<file path="src/rtl/lsda_call_site_scanner_core_defines.svh">
// ---------------------------------------------------------------------------
// Assertion macros for the call-site scanner
// Shared macros for the concurrent checks of the scanner's own logic.
// ---------------------------------------------------------------------------
`ifndef LSDA_CALL_SITE_SCANNER_CORE_DEFINES_SVH
`define LSDA_CALL_SITE_SCANNER_CORE_DEFINES_SVH

// Same-cycle implication, checked on every rising clock edge out of reset.
`define LSCS_ASSERT_NOW(label, clk, rst, ante, cons, msg) \
   label: assert property (@(posedge clk) disable iff (rst) (ante) |-> (cons)) \
      else $error(msg);

// Next-cycle implication, checked on every rising clock edge out of reset.
`define LSCS_ASSERT_NEXT(label, clk, rst, ante, cons, msg) \
   label: assert property (@(posedge clk) disable iff (rst) (ante) |=> (cons)) \
      else $error(msg);

`endif

</file>
<file path="src/rtl/lscs_pkg.sv">
// ---------------------------------------------------------------------------
// Call-site scanner package
// Encodings, status codes, register indexes and field codes of the scanner.
// ---------------------------------------------------------------------------
package lscs_pkg;

   localparam int unsigned DataWidth = 64;
   localparam int unsigned PosWidth  = 16;

   localparam logic [7:0] ENC_ULEB = 8'h01;
   localparam logic [7:0] ENC_FIX2 = 8'h02;
   localparam logic [7:0] ENC_FIX4 = 8'h03;
   localparam logic [7:0] ENC_FIX8 = 8'h04;

   localparam logic [6:0] PAYLOAD_MASK = 7'b1111111;
   localparam logic [7:0] MORE_BIT     = 8'b10000000;

   typedef enum logic [1:0] {
      REG_SITE_ENCODING = 2'd0,
      REG_REGION_START  = 2'd1,
      REG_THROW_ADDRESS = 2'd2,
      REG_TABLE_LENGTH  = 2'd3
   } reg_index_type;

   typedef enum logic [1:0] {
      STATUS_OK          = 2'd0,
      STATUS_UNSUPPORTED = 2'd1,
      STATUS_TRUNCATED   = 2'd2
   } status_type;

   typedef enum logic [1:0] {
      FIELD_START  = 2'd0,
      FIELD_LENGTH = 2'd1,
      FIELD_PAD    = 2'd2,
      FIELD_ACTION = 2'd3
   } field_type;

endpackage

</file>
<file path="src/rtl/lsda_call_site_scanner_core.sv">
// ---------------------------------------------------------------------------
// Call-site table scanner
// Parses the call-site table of an exception-handling data area byte by byte
// and reports each record with its try-range and landing-pad flags.
// ---------------------------------------------------------------------------
// The block takes one table byte per cycle on the req_ side and decodes it in
// the same cycle; a result appears on the rsp_ side in the cycle after the
// beat that completes a record, and a later byte can be taken while that
// result is being taken. Only a result left waiting in the output register,
// or a configuration write in the same cycle, holds off the next beat. The
// try-range bounds are kept in registers that follow the held start and
// length, so a record's action byte may follow its pad byte in the very next
// cycle. Writing the table length restarts the scan.
`include "lsda_call_site_scanner_core_defines.svh"

module lsda_call_site_scanner_core (
   input  logic          clock,
   input  logic          reset,
   // Table bytes
   input  logic          req_tvalid,
   output logic          req_tready,
   input  logic [7:0]    req_tdata,   // [7:0] data_byte
   // Decoded records
   output logic          rsp_tvalid,
   input  logic          rsp_tready,
   // [63:0] site_start, [127:64] site_length, [191:128] pad_offset,
   // [255:192] action_index, [256] throw_in_range, [257] has_landing_pad,
   // [263:258] zero
   output logic [263:0]  rsp_tdata,
   output logic [1:0]    rsp_tuser,   // [1:0] status
   output logic          rsp_tlast,   // last_record
   // Configuration
   input  logic          csr_we,
   input  logic [1:0]    csr_index,
   input  logic [63:0]   csr_wdata
);

   localparam int unsigned DW = lscs_pkg::DataWidth;
   localparam int unsigned PW = lscs_pkg::PosWidth;

   logic [7:0]          enc_ff;
   logic [DW-1:0]       region_ff;
   logic [DW-1:0]       throw_ff;
   logic [PW-1:0]       tlen_ff;

   lscs_pkg::field_type fld_ff, fld_in;
   logic [3:0]          bif_ff, bif_in;
   logic [DW-1:0]       acc_ff, acc_in;
   logic [DW-1:0]       start_ff, start_in;
   logic [DW-1:0]       length_ff, length_in;
   logic [DW-1:0]       pad_ff, pad_in;
   logic [DW-1:0]       sumsl_ff, sumsl_in;
   logic [PW-1:0]       pos_ff, pos_in;
   logic [DW-1:0]       lo_ff, lo_in;
   logic [DW-1:0]       hi_ff, hi_in;

   logic                rvalid_ff, rvalid_in;
   logic [1:0]          rstatus_ff;
   logic [DW-1:0]       rstart_ff, rlength_ff, rpad_ff, raction_ff;
   logic                rinr_ff, rhaspad_ff, rlast_ff;

   logic                req_accept;
   logic                active;
   logic [PW-1:0]       pos_inc;
   logic                at_end;
   logic                is_uleb;
   logic                supported;
   logic [3:0]          fix_size;
   logic [6:0]          shift7;
   logic [DW-1:0]       part;
   logic [DW-1:0]       acc_new;
   logic                done;
   logic                emit;
   lscs_pkg::status_type emit_status;
   logic                inr;

   assign req_tready = (!rvalid_ff || rsp_tready) && !csr_we;
   assign req_accept = req_tvalid && req_tready;
   assign active     = pos_ff != tlen_ff;
   assign pos_inc    = pos_ff + PW'(1);
   assign at_end     = pos_inc == tlen_ff;
   assign shift7     = ({3'd0, bif_ff} << 3) - {3'd0, bif_ff};
   assign acc_new    = acc_ff | part;
   assign inr        = (throw_ff >= lo_ff) && (throw_ff < hi_ff);

   always_comb begin
      is_uleb   = 1'b0;
      supported = 1'b1;
      fix_size  = 4'd0;
      if (fld_ff == lscs_pkg::FIELD_ACTION) begin
         is_uleb = 1'b1;
      end else begin
         unique case (enc_ff)
            lscs_pkg::ENC_ULEB: is_uleb = 1'b1;
            lscs_pkg::ENC_FIX2: fix_size = 4'd2;
            lscs_pkg::ENC_FIX4: fix_size = 4'd4;
            lscs_pkg::ENC_FIX8: fix_size = 4'd8;
            default:            supported = 1'b0;
         endcase
      end
   end

   always_comb begin
      part = '0;
      done = 1'b0;
      if (is_uleb) begin
         if (bif_ff <= 4'd9) begin
            part = {57'd0, req_tdata[6:0] & lscs_pkg::PAYLOAD_MASK} << shift7[5:0];
         end
         done = (req_tdata & lscs_pkg::MORE_BIT) == 8'd0;
      end else begin
         if (bif_ff < 4'd8) begin
            part = {56'd0, req_tdata} << {bif_ff[2:0], 3'b000};
         end
         done = ({1'b0, bif_ff} + 5'd1) >= {1'b0, fix_size};
      end
   end

   always_comb begin
      fld_in      = fld_ff;
      bif_in      = bif_ff;
      acc_in      = acc_ff;
      start_in    = start_ff;
      length_in   = length_ff;
      pad_in      = pad_ff;
      sumsl_in    = sumsl_ff;
      pos_in      = pos_ff;
      lo_in       = region_ff + start_ff;
      hi_in       = region_ff + sumsl_ff;
      emit        = 1'b0;
      emit_status = lscs_pkg::STATUS_OK;
      if (csr_we) begin
         if (csr_index == lscs_pkg::REG_TABLE_LENGTH) begin
            pos_in = '0;
            fld_in = lscs_pkg::FIELD_START;
            bif_in = '0;
            acc_in = '0;
         end
         if (csr_index == lscs_pkg::REG_REGION_START) begin
            lo_in = csr_wdata + start_ff;
            hi_in = csr_wdata + sumsl_ff;
         end
      end else if (req_accept && active) begin
         pos_in = pos_inc;
         if (!supported) begin
            fld_in      = lscs_pkg::FIELD_START;
            bif_in      = '0;
            acc_in      = '0;
            emit        = 1'b1;
            emit_status = lscs_pkg::STATUS_UNSUPPORTED;
         end else if (!done) begin
            acc_in = acc_new;
            if (bif_ff != 4'd15) begin
               bif_in = bif_ff + 4'd1;
            end
            if (at_end) begin
               fld_in      = lscs_pkg::FIELD_START;
               bif_in      = '0;
               acc_in      = '0;
               emit        = 1'b1;
               emit_status = lscs_pkg::STATUS_TRUNCATED;
            end
         end else begin
            bif_in = '0;
            acc_in = '0;
            unique case (fld_ff)
               lscs_pkg::FIELD_START: begin
                  start_in = acc_new;
                  fld_in   = lscs_pkg::FIELD_LENGTH;
               end
               lscs_pkg::FIELD_LENGTH: begin
                  length_in = acc_new;
                  sumsl_in  = start_ff + acc_new;
                  fld_in    = lscs_pkg::FIELD_PAD;
               end
               lscs_pkg::FIELD_PAD: begin
                  pad_in = acc_new;
                  fld_in = lscs_pkg::FIELD_ACTION;
               end
               default: begin
                  fld_in = lscs_pkg::FIELD_START;
                  emit   = 1'b1;
               end
            endcase
            if (at_end && fld_ff != lscs_pkg::FIELD_ACTION) begin
               fld_in      = lscs_pkg::FIELD_START;
               emit        = 1'b1;
               emit_status = lscs_pkg::STATUS_TRUNCATED;
            end
         end
      end
   end

   always_comb begin
      rvalid_in = rvalid_ff;
      if (emit) begin
         rvalid_in = 1'b1;
      end else if (rsp_tready) begin
         rvalid_in = 1'b0;
      end
   end

   always_ff @(posedge clock) begin
      if (reset) begin
         enc_ff    <= lscs_pkg::ENC_ULEB;
         region_ff <= '0;
         throw_ff  <= '0;
         tlen_ff   <= '0;
         fld_ff    <= lscs_pkg::FIELD_START;
         bif_ff    <= '0;
         acc_ff    <= '0;
         start_ff  <= '0;
         length_ff <= '0;
         pad_ff    <= '0;
         sumsl_ff  <= '0;
         pos_ff    <= '0;
         lo_ff     <= '0;
         hi_ff     <= '0;
         rvalid_ff <= 1'b0;
      end else begin
         if (csr_we) begin
            unique case (csr_index)
               lscs_pkg::REG_SITE_ENCODING: enc_ff    <= csr_wdata[7:0];
               lscs_pkg::REG_REGION_START:  region_ff <= csr_wdata;
               lscs_pkg::REG_THROW_ADDRESS: throw_ff  <= csr_wdata;
               default:                     tlen_ff   <= csr_wdata[PW-1:0];
            endcase
         end
         fld_ff    <= fld_in;
         bif_ff    <= bif_in;
         acc_ff    <= acc_in;
         start_ff  <= start_in;
         length_ff <= length_in;
         pad_ff    <= pad_in;
         sumsl_ff  <= sumsl_in;
         pos_ff    <= pos_in;
         lo_ff     <= lo_in;
         hi_ff     <= hi_in;
         rvalid_ff <= rvalid_in;
      end
   end

   always_ff @(posedge clock) begin
      if (emit) begin
         rstatus_ff <= emit_status;
         rlast_ff   <= at_end;
         if (emit_status == lscs_pkg::STATUS_OK) begin
            rstart_ff  <= start_ff;
            rlength_ff <= length_ff;
            rpad_ff    <= pad_ff;
            raction_ff <= acc_new;
            rinr_ff    <= inr;
            rhaspad_ff <= pad_ff != '0;
         end else begin
            rstart_ff  <= '0;
            rlength_ff <= '0;
            rpad_ff    <= '0;
            raction_ff <= '0;
            rinr_ff    <= 1'b0;
            rhaspad_ff <= 1'b0;
         end
      end
   end

   assign rsp_tvalid = rvalid_ff;
   assign rsp_tdata  = {6'd0, rhaspad_ff, rinr_ff, raction_ff, rpad_ff, rlength_ff, rstart_ff};
   assign rsp_tuser  = rstatus_ff;
   assign rsp_tlast  = rlast_ff;

   `LSCS_ASSERT_NOW(a_pos_within_table, clock, reset,
      1'b1, pos_ff <= tlen_ff,
      "table position has run past the table length")
   `LSCS_ASSERT_NOW(a_record_needs_bytes, clock, reset,
      fld_ff != lscs_pkg::FIELD_START || bif_ff != 4'd0, pos_ff != '0,
      "a record is in progress although no byte has been consumed")
   `LSCS_ASSERT_NEXT(a_idle_byte_ignored, clock, reset,
      req_accept && !active && !csr_we, pos_ff == $past(pos_ff) && fld_ff == $past(fld_ff),
      "a beat beyond the table end changed the scan state")
   `LSCS_ASSERT_NOW(a_truncation_at_end, clock, reset,
      rvalid_ff && rstatus_ff == lscs_pkg::STATUS_TRUNCATED, rlast_ff && !rinr_ff,
      "a truncated-table result does not mark the table end")

endmodule

</file>
<file path="config.mk">
export PLATFORM = sky130hd
export DESIGN_NAME = lsda_call_site_scanner_core
export DESIGN_NICKNAME = d
export VERILOG_FILES = /design/src/rtl/lscs_pkg.sv /design/src/rtl/lsda_call_site_scanner_core.sv
export VERILOG_INCLUDE_DIRS = /design/src /design/src/rtl
export SDC_FILE = /design/constraint.sdc
export NUM_CORES = 2
export LEC_CHECK = 0
export BUFFER_PORTS_ARGS = -buffer_cell sky130_fd_sc_hd__buf_2
export CAP_MARGIN = 30
export CORE_AREA = 2 2 262 457
export CTS_BUF_LIST = sky130_fd_sc_hd__clkbuf_16
export CTS_CLUSTER_SIZE = 8
export DETAILED_ROUTE_END_ITERATION = 12
export DIE_AREA = 0 0 264 459
export PLACE_DENSITY = 0.65
export SETUP_SLACK_MARGIN = 0.1
export SYNTH_ARGS = -nofsm -noshare
export SYNTH_HDL_FRONTEND = slang
export SYNTH_SLANG_ARGS = --single-unit
</file>
<file path="constraint.sdc">
create_clock -name clock -period 16.35 [get_ports clock]
set_input_delay 2.4525 -clock clock [delete_from_list [all_inputs] [get_ports clock]]
set_output_delay 2.4525 -clock clock [all_outputs]
set_load 0.01 [all_outputs]
</file>
Word level (Yosys, flattened, before mapping)
Cells that the tools add are included.
{ "totals": {"regBits": 884, "latch_bits": 0, "ram_bits": 0, "mem_bits_ro": 0, "input_bits": 79, "output_inout_bits": 269, "mem_count": 0} }
{ "classes": {"n_addsub": 9, "n_mul": 0, "div_mod_pow": 0, "n_lt_le_gt_ge": 5, "eq_ne": 17, "n_shift": 2, "mux": 53, "bitwise_logic": 3, "reduce_logical": 28} }
{ "ops": {"columns": ["operator", "count"], "rows": [
  ["two-way mux 64 bit", 13],
  ["adder 64 bit", 5],
  [">= comparator 64 bit", 1],
  ["less-than comparator 64 bit", 1],
  ["bitwise OR 64 bit", 1],
  ["nonzero test 64 bit", 1],
  ["left shift 7 x 6 -> 64 bit", 1],
  ["left shift 8 x 6 -> 64 bit", 1],
  ["two-way mux 16 bit", 3],
  ["two-way mux 4 bit", 8],
  ["two-way mux 2 bit", 13],
  ["adder 16 x 1 -> 16 bit, second input constant", 1],
  ["equality test 16 bit", 1],
  ["equality test 8 x 2 -> 1 bit, second input constant", 2],
  ["inequality test 16 bit", 1],
  ["AND reduction 5 bit", 3],
  ["two-way mux 1 bit", 14],
  ["case mux 4 bit (3 select lines)", 1],
  ["AND reduction 2 bit", 5],
  ["equality test 2 bit, second input constant", 4],
  ["equality test 8 x 1 -> 1 bit, second input constant", 1],
  ["equality test 8 x 3 -> 1 bit, second input constant", 1],
  ["zero test 8 bit", 1],
  ["zero test 2 bit", 3],
  ["other kinds (21)", 31]
]} }

Logic depth before layout (Yosys ltp)
{ "logic_depth": {"depth_word": 10, "mapped_depth": 27, "ltp_nobuf": 24} }

Worst setup path before layout
No wires, ideal clock.
{ "synth_path": {"kind": "input to register", "from": "input rsp_tready", "to": "register raction_ff[0] (enable)", "setup_time_ps": 1041, "arrival_time_ps": 16106, "path_slack_ps": -797, "stages": 4, "path_buffers": 0, "path_cell_list": "inv_1 > a21oi_1 > o311ai_2 > a31oi_1"} }
{ "synth_via": {"elab_chain_len": 6} }
{ "synth_rtl": {"columns": ["element", "line_no", "rtl"], "rows": [
  ["from (decl)", "lsda_call_site_scanner_core.sv:25", "input logic rsp_tready,"],
  ["logical OR 1 bit", "lsda_call_site_scanner_core.sv:77", "assign req_tready = (!rvalid_ff || rsp_tready) && !csr_we;"],
  ["logical AND 1 bit", "lsda_call_site_scanner_core.sv:77", null],
  ["named net req_tready", "lsda_call_site_scanner_core.sv:21", "output logic req_tready,"],
  ["logical AND 1 bit", "lsda_call_site_scanner_core.sv:78", "assign req_accept = req_tvalid && req_tready;"],
  ["logical AND 1 bit", "lsda_call_site_scanner_core.sv:143", "end else if (req_accept && active) begin"],
  ["two-way mux 1 bit", "lsda_call_site_scanner_core.sv:143", null],
  ["two-way mux 1 bit", "lsda_call_site_scanner_core.sv:132", "if (csr_we) begin"],
  ["named net emit", "lsda_call_site_scanner_core.sv:73", "logic emit;"],
  ["to (signal assigned)", "lsda_call_site_scanner_core.sv:251", "raction_ff <= acc_new;"],
  ["to (decl)", "lsda_call_site_scanner_core.sv:59", "logic [DW-1:0] rstart_ff, rlength_ff, rpad_ff, raction_ff;"]
]} }
The timed path passes the listed nets, and every way through them passes these cells.
A chain may end at the register's enable or synchronous reset.

Worst setup path after layout
{ "layout_path": {"from": "input req_tdata[6]", "to": "register sumsl_ff[40]"} }
{ "layout_via": {"elab_chain_len": 5} }
{ "layout_rtl": {"columns": ["element", "line_no", "rtl"], "rows": [
  ["from (decl)", "lsda_call_site_scanner_core.sv:22", "input logic [7:0] req_tdata,"],
  ["left shift 7 x 6 -> 64 bit", "lsda_call_site_scanner_core.sv:108", "part = {57'd0, req_tdata[6:0] & lscs_pkg::PAYLOAD_MASK} << shift7[5:0];"],
  ["two-way mux 64 bit", "lsda_call_site_scanner_core.sv:107", "if (bif_ff <= 4'd9) begin"],
  ["two-way mux 64 bit", "lsda_call_site_scanner_core.sv:106", "if (is_uleb) begin"],
  ["bitwise OR 64 bit", "lsda_call_site_scanner_core.sv:83", "assign acc_new = acc_ff | part;"],
  ["named net acc_new[11]", "lsda_call_site_scanner_core.sv:71", "logic [DW-1:0] acc_new;"],
  ["adder 64 bit", "lsda_call_site_scanner_core.sv:173", "sumsl_in = start_ff + acc_new;"],
  ["to (signal assigned)", "lsda_call_site_scanner_core.sv:235", "sumsl_ff <= sumsl_in;"],
  ["to (decl)", "lsda_call_site_scanner_core.sv:52", "logic [DW-1:0] sumsl_ff, sumsl_in;"]
]} }
The timed path passes the listed nets, and every way through them passes these cells.

==> results_dict.tcl <==
set metrics [dict create \
    cp.arrival_ns 8.08 \
    setup_viol 0 \
    core_sq_um 118000 \
    relSlewSlack_pct 25.7 \
    die_w_um 264 \
    reg2reg_from "bif_ff[0]" \
    dr.first_iter.drc_count 3489 \
    ys_ff_latch 884 \
    post_cts_buffers 0 \
    status "finished, final reports clean" \
    ant_nets 0 \
    nNetsFinal 7120 \
    worst_path_largest_cell_delay_ns 0.88 \
    drc 0 \
    pre_cts_ws_ns 8.24 \
    fp.dieH_um 459 \
    antenna_found_initial 11 \
    ctsHoldBuffers 0 \
    overflow 0 \
    grt_use_total_pct 30.5 \
    fin_ws_ns 8.92 \
    crit_chain "buf_2, mux2_2, a21oi_1, o31ai_1, a221oi_1, buf_4, inv_1, ha_1, a211oi_1, o211ai_1, a221oi_1, o21ai_1, or4b_2, a31oi_1, o21ai_0, o22ai_1, o21ai_0, xor2_1, nand2_1, a21oi_1" \
    grt_pass1_vias 47500 \
    dp_hpwl_mm 145 \
    start_kind "input pin" \
    avgSynthCellArea_sq_um 8.43 \
    areaGrowthSynthToFinish_pct 12.4 \
    clk_pin_slew_ns 0.06 \
    maxSlewViolCount 0 \
    grt_start_max_net_pins 191 \
    synth.area.top_cells "dfxtp_1, edfxtp_1, ha_1, a21oi_1, nand2_1" \
    hp-class "register to register" \
    start_util_pct 45.5 \
    synth_cell_types 102 \
    via_per_inst 5.88 \
    htree_levels 3 \
    fmax_mhz 135 \
    synthCells 6362 \
    port_buffers 341 \
    min-delay-start "tlen_ff[9]" \
    die_area_sq_um 121000 \
    routed_wl_mm 191 \
    crit_type "input pin to register" \
    dr.pass1.iters 6 \
    drive_gt1_share_pct 9.62 \
    cts-root-buf "clkbuf_16" \
    netlist_area_sq_um 53700 \
    synth-seq-area-share_pct 37.8 \
    power_per_cell_area_nw_per_um2 91.7 \
    cts_sinks 884 \
    worst_pin_slew_ns 1.11 \
    worstSkewPairLatency_ns 0.78 \
    cts_buffers 121 \
    pin_count 348 \
    place.gp.congestion 0.979 \
    clockBufferDepth 3 \
    fin_crit_sh_pct 45.5 \
    synth_edf_count 261 \
    crit_slowest_cell "o31ai_1" \
    end_kind "register" \
    vdd_ir_drop_max_uv 98.8 \
    crit_start "req_tdata[6]" \
    p_leak_uw 0.0259 \
    finalHoldViolCount 0 \
    cts_resized 0 \
    via_count 48200 \
    tns_ns 0 \
    rsz0062_at_grt "false" \
    rows 167 \
    crit_path_max_fanout 11 \
    grt_pass1_wl_mm 284 \
    period_minus_slack_ns 7.43 \
    synth_top_area_share_pct 23.2 \
    cts_tree "yes" \
    wl_per_cell_um 23.3 \
    async_reset_ff_share_pct 0 \
    yosys_warnings 0 \
    yosys_most_used_dff "dfxtp_1" \
    worstPathRequired_ns 17.00 \
    yosysTopAreaCell "dfxtp_1" \
    fin_skew_ns 0.0616 \
    drv_cap 0 \
]
power by group:
| part | switching (uW) | internal, uW | total [uW] | leakage (uW) |
|---|---|---|---|---|
| Combinational | 514 | 269 | 783 | 0.0165 |
| Clock | 1010 | 1330 | 2340 | 0.00194 |
| Sequential | 67.1 | 2340 | 2400 | 0.00743 |
| Total | 1590 | 3930 | 5530 | 0.0259 |
routing by layer:
layer | track usage, % | share of wire, % | up-vias | wire length [um]
li1 | - | - | 23100 | -
met1 | 36.2 | 40 | 23000 | 76300
met2 | 53.5 | 49 | 1635 | 93000
met3 | 4.62 | 6.2 | 417 | 11800
met4 | 15.3 | 5.1 | 4 | 9770
met5 | 0 | 0.014 | - | 27
registers in the layout (all words and copies together), names as in the netlist, 2 cells and up:
| register | count |
|---|---|
| raction_ff | 64 |
| lo_ff | 64 |
| pad_ff | 64 |
| rlength_ff | 64 |
| length_ff | 64 |
| rsp_tuser | 2 |
| pos_ff | 16 |
| acc_ff | 64 |
| rstart_ff | 64 |
| hi_ff | 64 |
| bif_ff | 4 |
| enc_ff | 8 |
| rpad_ff | 64 |
| start_ff | 64 |
| tlen_ff | 16 |
| sumsl_ff | 64 |
| fld_ff | 2 |
| region_ff | 64 |
| throw_ff | 64 |
metrics by stage:
step | hold slack (ns) | util (%) | cell area, sq um | total power, uW | cells
floorplan | 0.444 | - | 53700 | 2950 | 6367
global placement | 0.456 | 48.1 | 56700 | 3210 | 7975
detailed placement | 0.466 | 48.2 | 56800 | 3220 | 7979
CTS | 0.474 | 51.2 | 60300 | 5560 | 8176
global route | 0.487 | 51.2 | 60300 | 5720 | 8178
finish | 0.472 | 51.2 | 60300 | 5530 | 8183
final timing paths:
kind	slack [ns]	endpoint	depth (start not counted)
min reg2reg	0.47	tlen_ff[9]	2
max reg2reg	9.06	sumsl_ff[40]	22
min	0.47	tlen_ff[9]	2
max	8.92	sumsl_ff[40]	20
cell usage after synthesis (44+ instances only):
| cell type | instances |
|---|---|
| nand3_1 | 75 |
| nand2b_1 | 44 |
| a221oi_1 | 47 |
| a21o_1 | 274 |
| nand4_1 | 98 |
| dfxtp_1 | 623 |
| nor2b_1 | 63 |
| a21oi_1 | 658 |
| nor2_1 | 672 |
| xnor2_1 | 195 |
| clkbuf_1 | 294 |
| inv_1 | 285 |
| nor3_1 | 119 |
| xor2_1 | 129 |
| edfxtp_1 | 261 |
| nand2_1 | 737 |
| a31oi_1 | 51 |
| o21bai_1 | 57 |
| and2_1 | 220 |
| o21ai_0 | 218 |
| ha_1 | 454 |
| a211oi_1 | 252 |
cell usage in the layout, fill, tap and decap left out, types with 20 or more instances in the layout:
cell,instances
nand2_1,735
nor2_1,671
a21oi_1,658
dfxtp_1,623
ha_1,454
inv_1,352
buf_2,342
a21o_1,274
edfxtp_1,261
a211oi_1,252
o21ai_0,218
and2_1,217
xnor2_1,194
xor2_1,129
clkbuf_16,122
nor3_1,119
nand4_1,98
buf_4,97
nand3_1,75
nor2b_1,62
o21bai_1,57
a31oi_1,50
a221oi_1,47
nand2b_1,43
o22ai_1,40
nor4_1,34
and3_1,33
o21a_1,30
or3_1,28
o211ai_1,28
mux2i_1,26
o31ai_1,20
cell families (layout without fill, tap and decap cells):
| group | count (synthesis) | after routing | share of synthesized area (%) |
|---|---|---|---|
| DFF | 884 | 884 | 37.8 |
| muxes | 30 | 30 | 0.590 |
| and+or+nand+nor | 2187 | 2187 | 18.7 |
| AOI/OAI and AO/OA | 1838 | 1838 | 22.2 |
| buffers and inverters | 639 | 928 | 4.64 |
| other | 1 | 12 | 0.00699 |
| xor gates and xnor gates | 324 | 324 | 5.29 |
| adders and majority gates | 459 | 459 | 10.8 |
area by class of cell:
cell class / count / area, sq um
timing repair buffer: 445 / 2560
clock inverter: 75 / 445
antenna: 6 / 15.0
inverter: 286 / 1070
fill: 11400 / 57500
tap: 1521 / 1900
sequential: 884 / 20300
clock buffer: 122 / 3050
multi-input combinational: 4844 / 31000
critical path, delay by kind of cell:
kind | cells | cell delay, ns
buffers and inverters | 3 | 0.61
xor gates and xnor gates | 1 | 0.18
AOI/OAI and AO/OA | 12 | 3.56
adders and majority gates | 1 | 0.30
and+or+nand+nor | 2 | 0.74
muxes | 1 | 0.24
(Power assumes the default switching activity.)
